## src/gbp_pkg.sv

```systemverilog
// Shared constants, codes and types for the gshare branch predictor.
// No dependencies; used by every module in src.
package gbp_pkg;

  // Width of branch PCs and of every instruction address on the ports
  localparam int PC_BITS   = 10;
  localparam int ADDR_BITS = 10;
  localparam int CTR_BITS  = 2;

  // Default sizes handed to the top level
  localparam int INDEX_BITS_DEF    = 10;
  localparam int PENDING_DEPTH_DEF = 8;

  // Counter stored as value + 1: 0..3 stands for -1..2
  localparam logic [CTR_BITS-1:0] CTR_MIN   = 2'd0;
  localparam logic [CTR_BITS-1:0] CTR_INIT  = 2'd1;
  localparam logic [CTR_BITS-1:0] CTR_TAKEN = 2'd2;
  localparam logic [CTR_BITS-1:0] CTR_MAX   = 2'd3;

  // Item kinds
  localparam logic KIND_PREDICT = 1'b0;
  localparam logic KIND_RESOLVE = 1'b1;

  // Result status codes
  localparam logic [1:0] ST_OK        = 2'd0;
  localparam logic [1:0] ST_OVERFLOW  = 2'd1;
  localparam logic [1:0] ST_UNDERFLOW = 2'd2;

  typedef enum logic [3:0] {
    S_CLEAR  = 4'b0001,
    S_IDLE   = 4'b0010,
    S_LOOKUP = 4'b0100,
    S_UPDATE = 4'b1000
  } state_t;

  // Control from the sequencer to the in-flight queue
  typedef struct packed {
    logic rd_en;
    logic push;
    logic pop;
  } pend_ctl_t;

  // Queue occupancy flags back to the sequencer
  typedef struct packed {
    logic empty;
    logic full;
  } pend_sts_t;

endpackage

```

## src/gbp_pht.sv

```systemverilog
// Pattern history table: synchronous memory of 2-bit saturating counters.
// Depends on gbp_pkg for the counter width.
module gbp_pht #(
  parameter int INDEX_BITS = gbp_pkg::INDEX_BITS_DEF
) (
  input  logic                          clk,
  input  logic                          we,
  input  logic [INDEX_BITS-1:0]         waddr,
  input  logic [gbp_pkg::CTR_BITS-1:0]  wdata,
  input  logic                          re,
  input  logic [INDEX_BITS-1:0]         raddr,
  output logic [gbp_pkg::CTR_BITS-1:0]  rdata
);

  localparam int ENTRIES = 1 << INDEX_BITS;

  logic [gbp_pkg::CTR_BITS-1:0] mem [ENTRIES];
  logic [gbp_pkg::CTR_BITS-1:0] rdata_r;

  always_ff @(posedge clk) begin
    if (we) begin
      mem[waddr] <= wdata;
    end
    if (re) begin
      rdata_r <= mem[raddr];
    end
  end

  assign rdata = rdata_r;

endmodule

```

## config.mk

```make
export PLATFORM = sky130hd
export DESIGN_NAME = gbp_pht
export DESIGN_NICKNAME = d
export VERILOG_FILES = /design/src/gbp_pkg.sv /design/src/gbp_pht.sv
export SDC_FILE = /design/constraint.sdc
export NUM_CORES = 2
export LEC_CHECK = 0
export BUFFER_PORTS_ARGS = -buffer_cell sky130_fd_sc_hd__buf_2
export CAP_MARGIN = 30
export CORE_ASPECT_RATIO = 2
export CORE_MARGIN = 2
export CORE_UTILIZATION = 60
export DETAILED_ROUTE_END_ITERATION = 12
export GPL_TIMING_DRIVEN = 0
export PLACE_DENSITY_LB_ADDON = 0.15
export SLEW_MARGIN = 30
export SYNTH_ARGS = -nofsm -noshare
export SYNTH_HDL_FRONTEND = slang
export SYNTH_SLANG_ARGS = --single-unit
```

## constraint.sdc

```tcl
create_clock -name clk -period 5.4 [get_ports clk]
set_input_delay 0.54 -clock clk [delete_from_list [all_inputs] [get_ports clk]]
set_output_delay 0.54 -clock clk [all_outputs]
set_load 0.05 [all_outputs]
```

==> summary.txt <==
Global route
  – Vias in the first global route: 50.5k
  – Largest net degree at the start of global routing: 130
  – Initial antenna violation count: 36
  – First-pass GRT wire length: 424000 um
  – Gr ovfl total: 0
  – GRT Overall Usage: 45.6%

CTS
  – CTS tree: yes
  – Clk buf depth: 4
  – CTS Buf Count: around 180
  – H-tree depth: 4
  – Clock sink count: between 2k and 2.5k
  – Clock transition at path regs: 70 ps
  – Clk_lat worst skew: 840 ps
  – CTS root buf: clkbuf_16

Floorplan
  – Std cell rows: slightly below 200
  – Die Height: 532 um
  – Full die area: 0.143 sq mm
  – Starting density of the core: 60.2%
  – Core area: 0.139 sq mm
  – Die Width: 268 um
  – I/O pin total: 27

Place
  – Gpl congestion: 1.04
  – Hpwl dp: approximately 220000 um
  – Pre-CTS WS: -402 ps
  – I/O Buffers: 24

Finish
  – Commonest non-fill, non-tap cells in the layout: edfxtp_1 (2050), nor2_1 (1049), mux4_2 (449)
  – Area growth, synth to finish: 13.1%
  – Share of layout cells above drive strength 1: between 20% and 30%
  – Commonest non-fill, non-tap cell in the layout: edfxtp_1
  – Finished Core Util: 68.2%
  – Final-stage net count: 5127

Outcome
  – Outcome: finished, final reports clean

Timing
  – # setup viols final: 0
  – Final Skew: 34.2 ps
  – Crit path time final: 5340 ps
  – RSZ-0062 raised after global routing: false
  – Hold slack final: roughly 100 ps
  – Relative slew slack: 23.9%
  – Final WS setup: 56.3 ps
  – Fmax: between 0.15 and 0.2 GHz
  – Max Slew Vio Count: 0
  – Least-Margin Pin Slew: 1140 ps
  – Final hold viol count: 0
  – Setup TNS: 0 ps
  – Period Utilization, post-route: 99.0%

Worst setup path
  – Worst Path Max Fanout: 10
  – Crit. path cell count: 11
  – CP bufs+invs: 4
  – Largest delay contributor family on the critical path: simple AND/OR/NAND/NOR gates
  – CP most frequent cell: clkbuf_2
  – CP max-delay cell: nor2_2
  – CP peak stage delay: 990 ps
  – WP data required: 6050 ps
  – Type of origin of the critical path: input port
  – Nature of the critical path endpoint: flip-flop
  – Reg2Reg Depth: 7
  – Setup CP Type: in2reg
  – Worst-path cell chain: buf_2 > clkbuf_1 > nor2_2 > clkbuf_2 > clkbuf_2 > a22oi_1 > a21oi_1 > nor4_2 > nor3_1 > o311ai_1 > nand4_1
  – WP data arrival: 5990 ps

Logic synthesis
  – Synth area leader: edfxtp_1
  – Number of enable flip-flop cells after synthesis: about 2.1k
  – Syn Nets: 4818
  – Distinct cells, synth: 65
  – Number of synthesized register bits: 2050
  – Simple-gate share of the synthesized area: 6.40%
  – Sequential share of the synthesized area: roughly three quarters
  – Synth Area in XOR/XNOR: 0%
  – Largest family of logic cells by synthesized area: multiplexers
  – Synth Area in Adders: 0%
  – Post-synth top flop: edfxtp_1
  – Mean Syn Cell Area: 17.5 sq um
  – Compound-gate portion of the synthesized area: between 2 and 3%
  – Asr flop ratio synth: 0%
  – Mux contribution to synthesized area: 14.7%
  – Ranking of synthesized cells by area: edfxtp_1 (73%), mux4_2 (12%), nor2_1 (4.7%), mux2i_1 (2.4%), clkbuf_1 (1.1%)
  – Mapped Area: 0.0838 sq mm
  – Yosys warns: 0
  – Synthesized netlist cell count: 4793
  – Share of the synthesized area in the top cell type: between 70% and 80%

Routing
  – ANT nets after route: 0
  – Post-DR vias/cell: 7.44
  – Post-route DRC: 0
  – DR iter-0 viols: around 11k
  – DR pass1 iterations: 8
  – Routed length per instance: 45.2 um
  – Total Routed Length: between 300000 and 400000 um
  – Via Count: 52.9k

Run
  – Max_cap viols: 0

Worst hold path
  – Hold path cells: 1
  – Worst min path class: in2reg

Power
  – Overall power: around 33 mW
  – Leak: between 20 and 30 nW
  – Power per cell area: roughly 350 mW/mm^2
  – Peak supply drop: 0.000394 V
-- cells by family (layout without fill, tap and decap cells) --
logic type,Yosys count,in the layout
other,0,31
DFF,2050,2050
AOI/OAI and AO/OA,353,353
muxes,664,664
and+or+nand+nor,1324,1324
buffers and inverters,402,833
-- repair_timing --
item                                   in CTS  in global routing
endpoints found under the hold margin       2                  0
hold buffers                                1                  0
setup buffers                               0                  0
gates resized for setup                     0                  0
-- sequential cells by signal, summed over array words and instances (netlist names) --
| register | count |
|---|---|
| rdata | 2 |
| mem | 2048 |
-- through the flow --
step           cells  cell area, sq um
3_3_place_gp    6679             86200
6_report        7117             94800
4_1_cts         7084             94700
2_1_floorplan   4793             83800
3_5_place_dp    6782             89000
5_1_grt         7090             94700
-- worst paths after layout --
kind / startpoint / to / slack (ps)
setup / recovery: raddr[3] / rdata[1] / 60
hold / removal: wdata[0] / mem[634][0] / 100
setup reg to reg: mem[690][1] / rdata[1] / 1250
hold reg to reg: mem[247][0] / rdata[0] / 1510
-- synthesized netlist by cell type (3+ instances only) --
| cell | instances |
|---|---|
| buf_1 | 54 |
| mux2_2 | 8 |
| nor2_1 | 1054 |
| nor3_1 | 45 |
| nand4_1 | 13 |
| a311oi_1 | 3 |
| and2_1 | 6 |
| o22ai_1 | 45 |
| nand3b_1 | 4 |
| buf_4 | 28 |
| nand2b_1 | 8 |
| a22o_1 | 13 |
| nand3_1 | 39 |
| nor2b_1 | 13 |
| nor4_1 | 9 |
| o221ai_1 | 82 |
| edfxtp_1 | 2050 |
| a22oi_1 | 45 |
| inv_1 | 4 |
| a21oi_1 | 70 |
| buf_6 | 33 |
| o31ai_1 | 5 |
| nor3b_1 | 10 |
| o311ai_0 | 3 |
| a31oi_1 | 7 |
| clkbuf_1 | 239 |
| nor4b_1 | 3 |
| o21ai_0 | 36 |
| buf_2 | 26 |
| a221oi_1 | 13 |
| mux2i_1 | 205 |
| a211oi_1 | 13 |
| nand2_1 | 96 |
| mux4_2 | 449 |
| and3_1 | 8 |
| buf_8 | 14 |
-- layer usage --
metal | wire length, um | GRT usage [%] | vias up
met5 | 307 | 0.277 | -
met4 | 39000 | 42.7 | 33
met3 | 49400 | 16.1 | 1581
met2 | 139000 | 64.6 | 5539
met1 | 93900 | 54.1 | 26303
li1 | - | - | 19474
-- power breakdown --
group | switching [mW] | internal [mW] | leakage (nW) | total (mW)
Combinational | 1.65 | 0.656 | 8.26 | 2.30
Sequential | 0.00308 | 17.5 | 18.4 | 17.5
Clock | 5.81 | 7.15 | 2.74 | 13.0
Total | 7.46 | 25.3 | 29.4 | 32.8
-- cell type report --
type	instances	area, sq um
repair buffers	130	2640
flip-flops and latches	2050	61600
plain buffers	396	2270
inverters	6	22.5
clock buffers	206	4640
clock inverters	95	1020
multi-input cells	2341	20200
well taps	1862	2330
fillers	9124	44300
diodes	31	77.6
No activity file was read; power rests on OpenSTA's default activity.
