**src/gbp_pkg.sv**
```systemverilog
// Shared constants, codes and types for the gshare branch predictor.
// No dependencies; used by every module in src.
package gbp_pkg;

  // Width of branch PCs and of every instruction address on the ports
  localparam int PC_BITS   = 10;
  localparam int ADDR_BITS = 10;
  localparam int CTR_BITS  = 2;

  // Default sizes handed to the top level
  localparam int INDEX_BITS_DEF    = 10;
  localparam int PENDING_DEPTH_DEF = 8;

  // Counter stored as value + 1: 0..3 stands for -1..2
  localparam logic [CTR_BITS-1:0] CTR_MIN   = 2'd0;
  localparam logic [CTR_BITS-1:0] CTR_INIT  = 2'd1;
  localparam logic [CTR_BITS-1:0] CTR_TAKEN = 2'd2;
  localparam logic [CTR_BITS-1:0] CTR_MAX   = 2'd3;

  // Item kinds
  localparam logic KIND_PREDICT = 1'b0;
  localparam logic KIND_RESOLVE = 1'b1;

  // Result status codes
  localparam logic [1:0] ST_OK        = 2'd0;
  localparam logic [1:0] ST_OVERFLOW  = 2'd1;
  localparam logic [1:0] ST_UNDERFLOW = 2'd2;

  typedef enum logic [3:0] {
    S_CLEAR  = 4'b0001,
    S_IDLE   = 4'b0010,
    S_LOOKUP = 4'b0100,
    S_UPDATE = 4'b1000
  } state_t;

  // Control from the sequencer to the in-flight queue
  typedef struct packed {
    logic rd_en;
    logic push;
    logic pop;
  } pend_ctl_t;

  // Queue occupancy flags back to the sequencer
  typedef struct packed {
    logic empty;
    logic full;
  } pend_sts_t;

endpackage

```
**src/gbp_pend.sv**
```systemverilog
// In-flight queue of table index and predicted address per outstanding predict.
// Depends on gbp_pkg for the address width and the control/status structs.
module gbp_pend #(
  parameter int INDEX_BITS    = gbp_pkg::INDEX_BITS_DEF,
  parameter int PENDING_DEPTH = gbp_pkg::PENDING_DEPTH_DEF
) (
  input  logic                           clk,
  input  logic                           rst_n,
  input  gbp_pkg::pend_ctl_t             ctl,
  input  logic [INDEX_BITS-1:0]          widx,
  input  logic [gbp_pkg::ADDR_BITS-1:0]  wpred,
  output logic [INDEX_BITS-1:0]          ridx,
  output logic [gbp_pkg::ADDR_BITS-1:0]  rpred,
  output gbp_pkg::pend_sts_t             sts
);

  localparam int PTR_W  = (PENDING_DEPTH > 1) ? $clog2(PENDING_DEPTH) : 1;
  localparam int CNT_W  = $clog2(PENDING_DEPTH + 1);
  localparam int ENT_W  = INDEX_BITS + gbp_pkg::ADDR_BITS;
  localparam logic [PTR_W-1:0] PTR_LAST = PTR_W'(PENDING_DEPTH - 1);
  localparam logic [CNT_W-1:0] CNT_FULL = CNT_W'(PENDING_DEPTH);

  logic [ENT_W-1:0] mem [PENDING_DEPTH];
  logic [ENT_W-1:0] rdata_r;
  logic [PTR_W-1:0] rd_ptr_r, rd_ptr_nxt;
  logic [PTR_W-1:0] wr_ptr_r, wr_ptr_nxt;
  logic [CNT_W-1:0] count_r, count_nxt;

  always_comb begin
    rd_ptr_nxt = rd_ptr_r;
    wr_ptr_nxt = wr_ptr_r;
    count_nxt  = count_r;
    if (ctl.push) begin
      wr_ptr_nxt = (wr_ptr_r == PTR_LAST) ? '0 : wr_ptr_r + 1'b1;
    end
    if (ctl.pop) begin
      rd_ptr_nxt = (rd_ptr_r == PTR_LAST) ? '0 : rd_ptr_r + 1'b1;
    end
    priority if (ctl.push && !ctl.pop) begin
      count_nxt = count_r + 1'b1;
    end else if (ctl.pop && !ctl.push) begin
      count_nxt = count_r - 1'b1;
    end else begin
      count_nxt = count_r;
    end
  end

  always_ff @(posedge clk) begin
    if (!rst_n) begin
      rd_ptr_r <= '0;
      wr_ptr_r <= '0;
      count_r  <= '0;
    end else begin
      rd_ptr_r <= rd_ptr_nxt;
      wr_ptr_r <= wr_ptr_nxt;
      count_r  <= count_nxt;
    end
  end

  always_ff @(posedge clk) begin
    if (ctl.push) begin
      mem[wr_ptr_r] <= {widx, wpred};
    end
    if (ctl.rd_en) begin
      rdata_r <= mem[rd_ptr_r];
    end
  end

  assign ridx      = rdata_r[ENT_W-1:gbp_pkg::ADDR_BITS];
  assign rpred     = rdata_r[gbp_pkg::ADDR_BITS-1:0];
  assign sts.empty = (count_r == '0);
  assign sts.full  = (count_r == CNT_FULL);

endmodule

```
**config.mk**
```make
export PLATFORM = sky130hd
export DESIGN_NAME = gbp_pend
export DESIGN_NICKNAME = d
export VERILOG_FILES = /design/src/gbp_pkg.sv /design/src/gbp_pend.sv
export SDC_FILE = /design/constraint.sdc
export NUM_CORES = 1
export LEC_CHECK = 0
export BUFFER_PORTS_ARGS = -buffer_cell sky130_fd_sc_hd__buf_4
export CORE_MARGIN = 10
export CORE_UTILIZATION = 30
export CTS_CLUSTER_DIAMETER = 30
export DETAILED_ROUTE_END_ITERATION = 10
export HOLD_SLACK_MARGIN = 0.05
export SETUP_SLACK_MARGIN = 0.4
export SLEW_MARGIN = 15
export SYNTH_ARGS = -nofsm -noshare
export SYNTH_HDL_FRONTEND = slang
export SYNTH_SLANG_ARGS = --single-unit
```
**constraint.sdc**
```tcl
create_clock -name clk -period 3.85 [get_ports clk]
set_clock_uncertainty 0.15 [all_clocks]
set_input_delay 1.155 -clock clk [delete_from_list [all_inputs] [get_ports clk]]
set_output_delay 1.155 -clock clk [all_outputs]
set_load 0.005 [all_outputs]
```
==> results by group <==
Synthesis
  – Cells after synthesis: between 300 and 400
  – Synth top area share: about three quarters
  – Synth warn: 0
  – Top cells by area, synth: edfxtp_1 (74%), mux4_1 (12%), mux2_2 (3.1%), dfxtp_1 (2.7%), mux4_2 (2.1%)
  – Most frequent cells after synthesis: edfxtp_1 (180), mux4_1 (33), mux2_2 (20)
  – Post-synth EDFFs: 180
  – Top FF cell, synth: edfxtp_1
  – Avg Inst Size Synth: ~23 µm²
  – Flip-flop and latch count after synthesis: between 150 and 200
  – Asr flop ratio synth: 0%
  – Synth Net Count: between 300 and 400
  – Top-count cell post-synth: edfxtp_1
  – Register area share after synthesis: between 70% and 80%
  – Distinct cells, synth: 28
  – Cell area after synthesis: 7342 µm²
  – Yosys top cell by area: edfxtp_1

Layout
  – # nets final: 418
  – Layout fillers: around 2200
  – Final instance area: a little under 9000 µm²
  – Share of post-route cells with drive strength above 1: ~31%
  – Diode count: 0
  – Layout area overhead: 19.63%
  – Final core occ: 36.33%

Worst setup path
  – Crit path DAT: 1310 ps
  – Cells on worst reg2reg path: 3
  – Kind of critical path: reg2out
  – Reg-to-reg slack, setup: 1600 ps
  – CP max FO: 5
  – Worst EP required: ~2500 ps
  – FF-to-FF End: rdata_r[19]
  – Crit end category: primary output
  – Worst reg2reg path startpoint: rd_ptr_r[1]
  – CP startpoint kind: flip-flop

Placement
  – Post-DP HPWL: a little over 8 mm
  – IO Port Bufs: between 40 and 50
  – Routability cong.: about 0.69
  – Post-DP Area: just over 8000 µm²

Status
  – Run status: finished clean

Clock network
  – Bufs on Longest Clock Path: 2
  – Post-CTS Hold Buffers: 0
  – Post-CTS setup buffers: 0
  – CTS Buf Count: 17
  – CTS clock-pin slew for the worst setup and hold paths: roughly 70 ps
  – Root buf cell: clkbuf_16
  – Post-CTS sizing: 0
  – Clock latency on the worst-skew pair: between 400 and 500 ps
  – Sink Count: between 150 and 200
  – H-Tree Depth: 4
  – CTS tree: done

Power and ir drop
  – Lkg Pwr: just under 3 nW
  – Power Density: 523.8 nW/µm²
  – Maximum vdd ir drop: approximately 270 µV

Floorplan
  – Die area: ~31000 µm²
  – Die width: around 180 µm
  – Die Span Y: 176.4 µm
  – Row cnt: 57
  – Core Region: about 24000 µm²
  – I/O pin count: between 40 and 50
  – Starting Density: approximately 30%

Timing
  – Post-layout minimum cycle time: about 2600 ps
  – Final setup TNS: 0 ps
  – F_max: roughly 0.38 GHz
  – RSZ-0062 raised after global routing: no
  – Relative slew slack: between 60% and 70%
  – Final number of setup-violating endpoints: 0
  – Worst slew pin tran: 517.9 ps
  – Hold_ws: between 300 and 400 ps
  – Slew Viols, Final: 0
  – Final hold violations: 0
  – Period utilization: between 60 and 70%

Routing
  – DRC Markers: 0
  – DRT antenna net count: 0
  – Post-DR vias/cell: 4.535
  – Final WL: ~14 mm
  – Via count: between 3000 and 4000
  – Drt first pass iters: 6
  – Iter 0 DRT Violations: 260
  – WL per Instance: about 19 µm

Global routing
  – Pin count of the biggest net entering global routing: 33
  – Number of global-route vias before repair: about 3600
  – Grt ovf: 0
  – Initial antenna violation count: 0
  – First-pass GRT wire length: approximately 21 mm
  – Tot GR Track Use: just over 9%

Worst hold path
  – Hold depth: 2
  – Worst Hold End: count_r[3]
  – Worst hold start: count_r[3]
  – Hold crit path type: reg2reg

Flow run
  – Max cap viols: 0
## critical path: stages, from the launching register on
cell and delay, ps:
dfxtp_1 370, nor4_1 340, buf_4 170
## kinds of logic after synthesis
group,share of synthesized area (%)
flip-flops,76.35
multiplexers,17.84
AND/OR/NAND/NOR,2.215
buffers and inverters,1.414
adder cells (fa/ha/maj),1.466
AO/OA/AOI/OAI,0.4773
XOR/XNOR,0.2386
## layout by cell type, fill, tap and decap left out, drive strengths merged, types with 7 or more instances in the layout
cell type and n:
buf 59, clkbuf 17, dfxtp 10, edfxtp 180, ha 7, mux2 20
mux4 40, nor2 8
## stage by stage
step                cells  setup WS (ps)  total power, mW
floorplan             321          626.8            2.589
global placement      690           1000            2.719
finish                721           1239            4.601
global route          721           1118            4.767
detailed placement    690          964.3            2.734
CTS                   721           1218            4.652
## metal layers
layer / vias to the layer above / GRT usage, % / share of wire, %
met5: - / 0 / 0
met4: 0 / 2.627 / 0.63
met3: 7 / 3.524 / 4.2
met2: 53 / 14.68 / 51
met1: 1728 / 11.26 / 44
li1: 1482 / - / -
## area by class of cell
type,instances,area [µm²],area share [%]
sequential,190,5607,63.83
multi-input combinational,114,1658,18.87
timing repair buffer,59,455.4,5.185
clock buffer,17,425.4,4.843
tap,324,405.4,4.615
clock inverter,14,221.5,2.521
inverter,3,11.26,0.1282
## where the power goes
group / switching, mW / internal [mW] / total (mW)
sequential: 0.0355 / 2.34 / 2.37
combinational: 0.142 / 0.164 / 0.305
clock: 0.717 / 1.20 / 1.92
total: 0.894 / 3.71 / 4.60
## flip-flops by register name (all words and copies together), names as in the netlist
register	cells
rdata_r	20
wr_ptr_r	3
mem	160
count_r	4
rd_ptr_r	3
## worst max path at each step
stage | startpoint | end | slack (ps) | cells after the start
after floorplan | ctl[1] | mem[0][0] | 630 | 2
after global placement | ctl[0] | count_r[3] | 1000 | 9
after detailed placement | ctl[0] | count_r[3] | 960 | 9
after CTS | count_r[0] | sts[1] | 1220 | 2
after global routing | count_r[0] | sts[1] | 1120 | 2
final | count_r[0] | sts[1] | 1240 | 2
No activity file was read; power rests on OpenSTA's default activity.
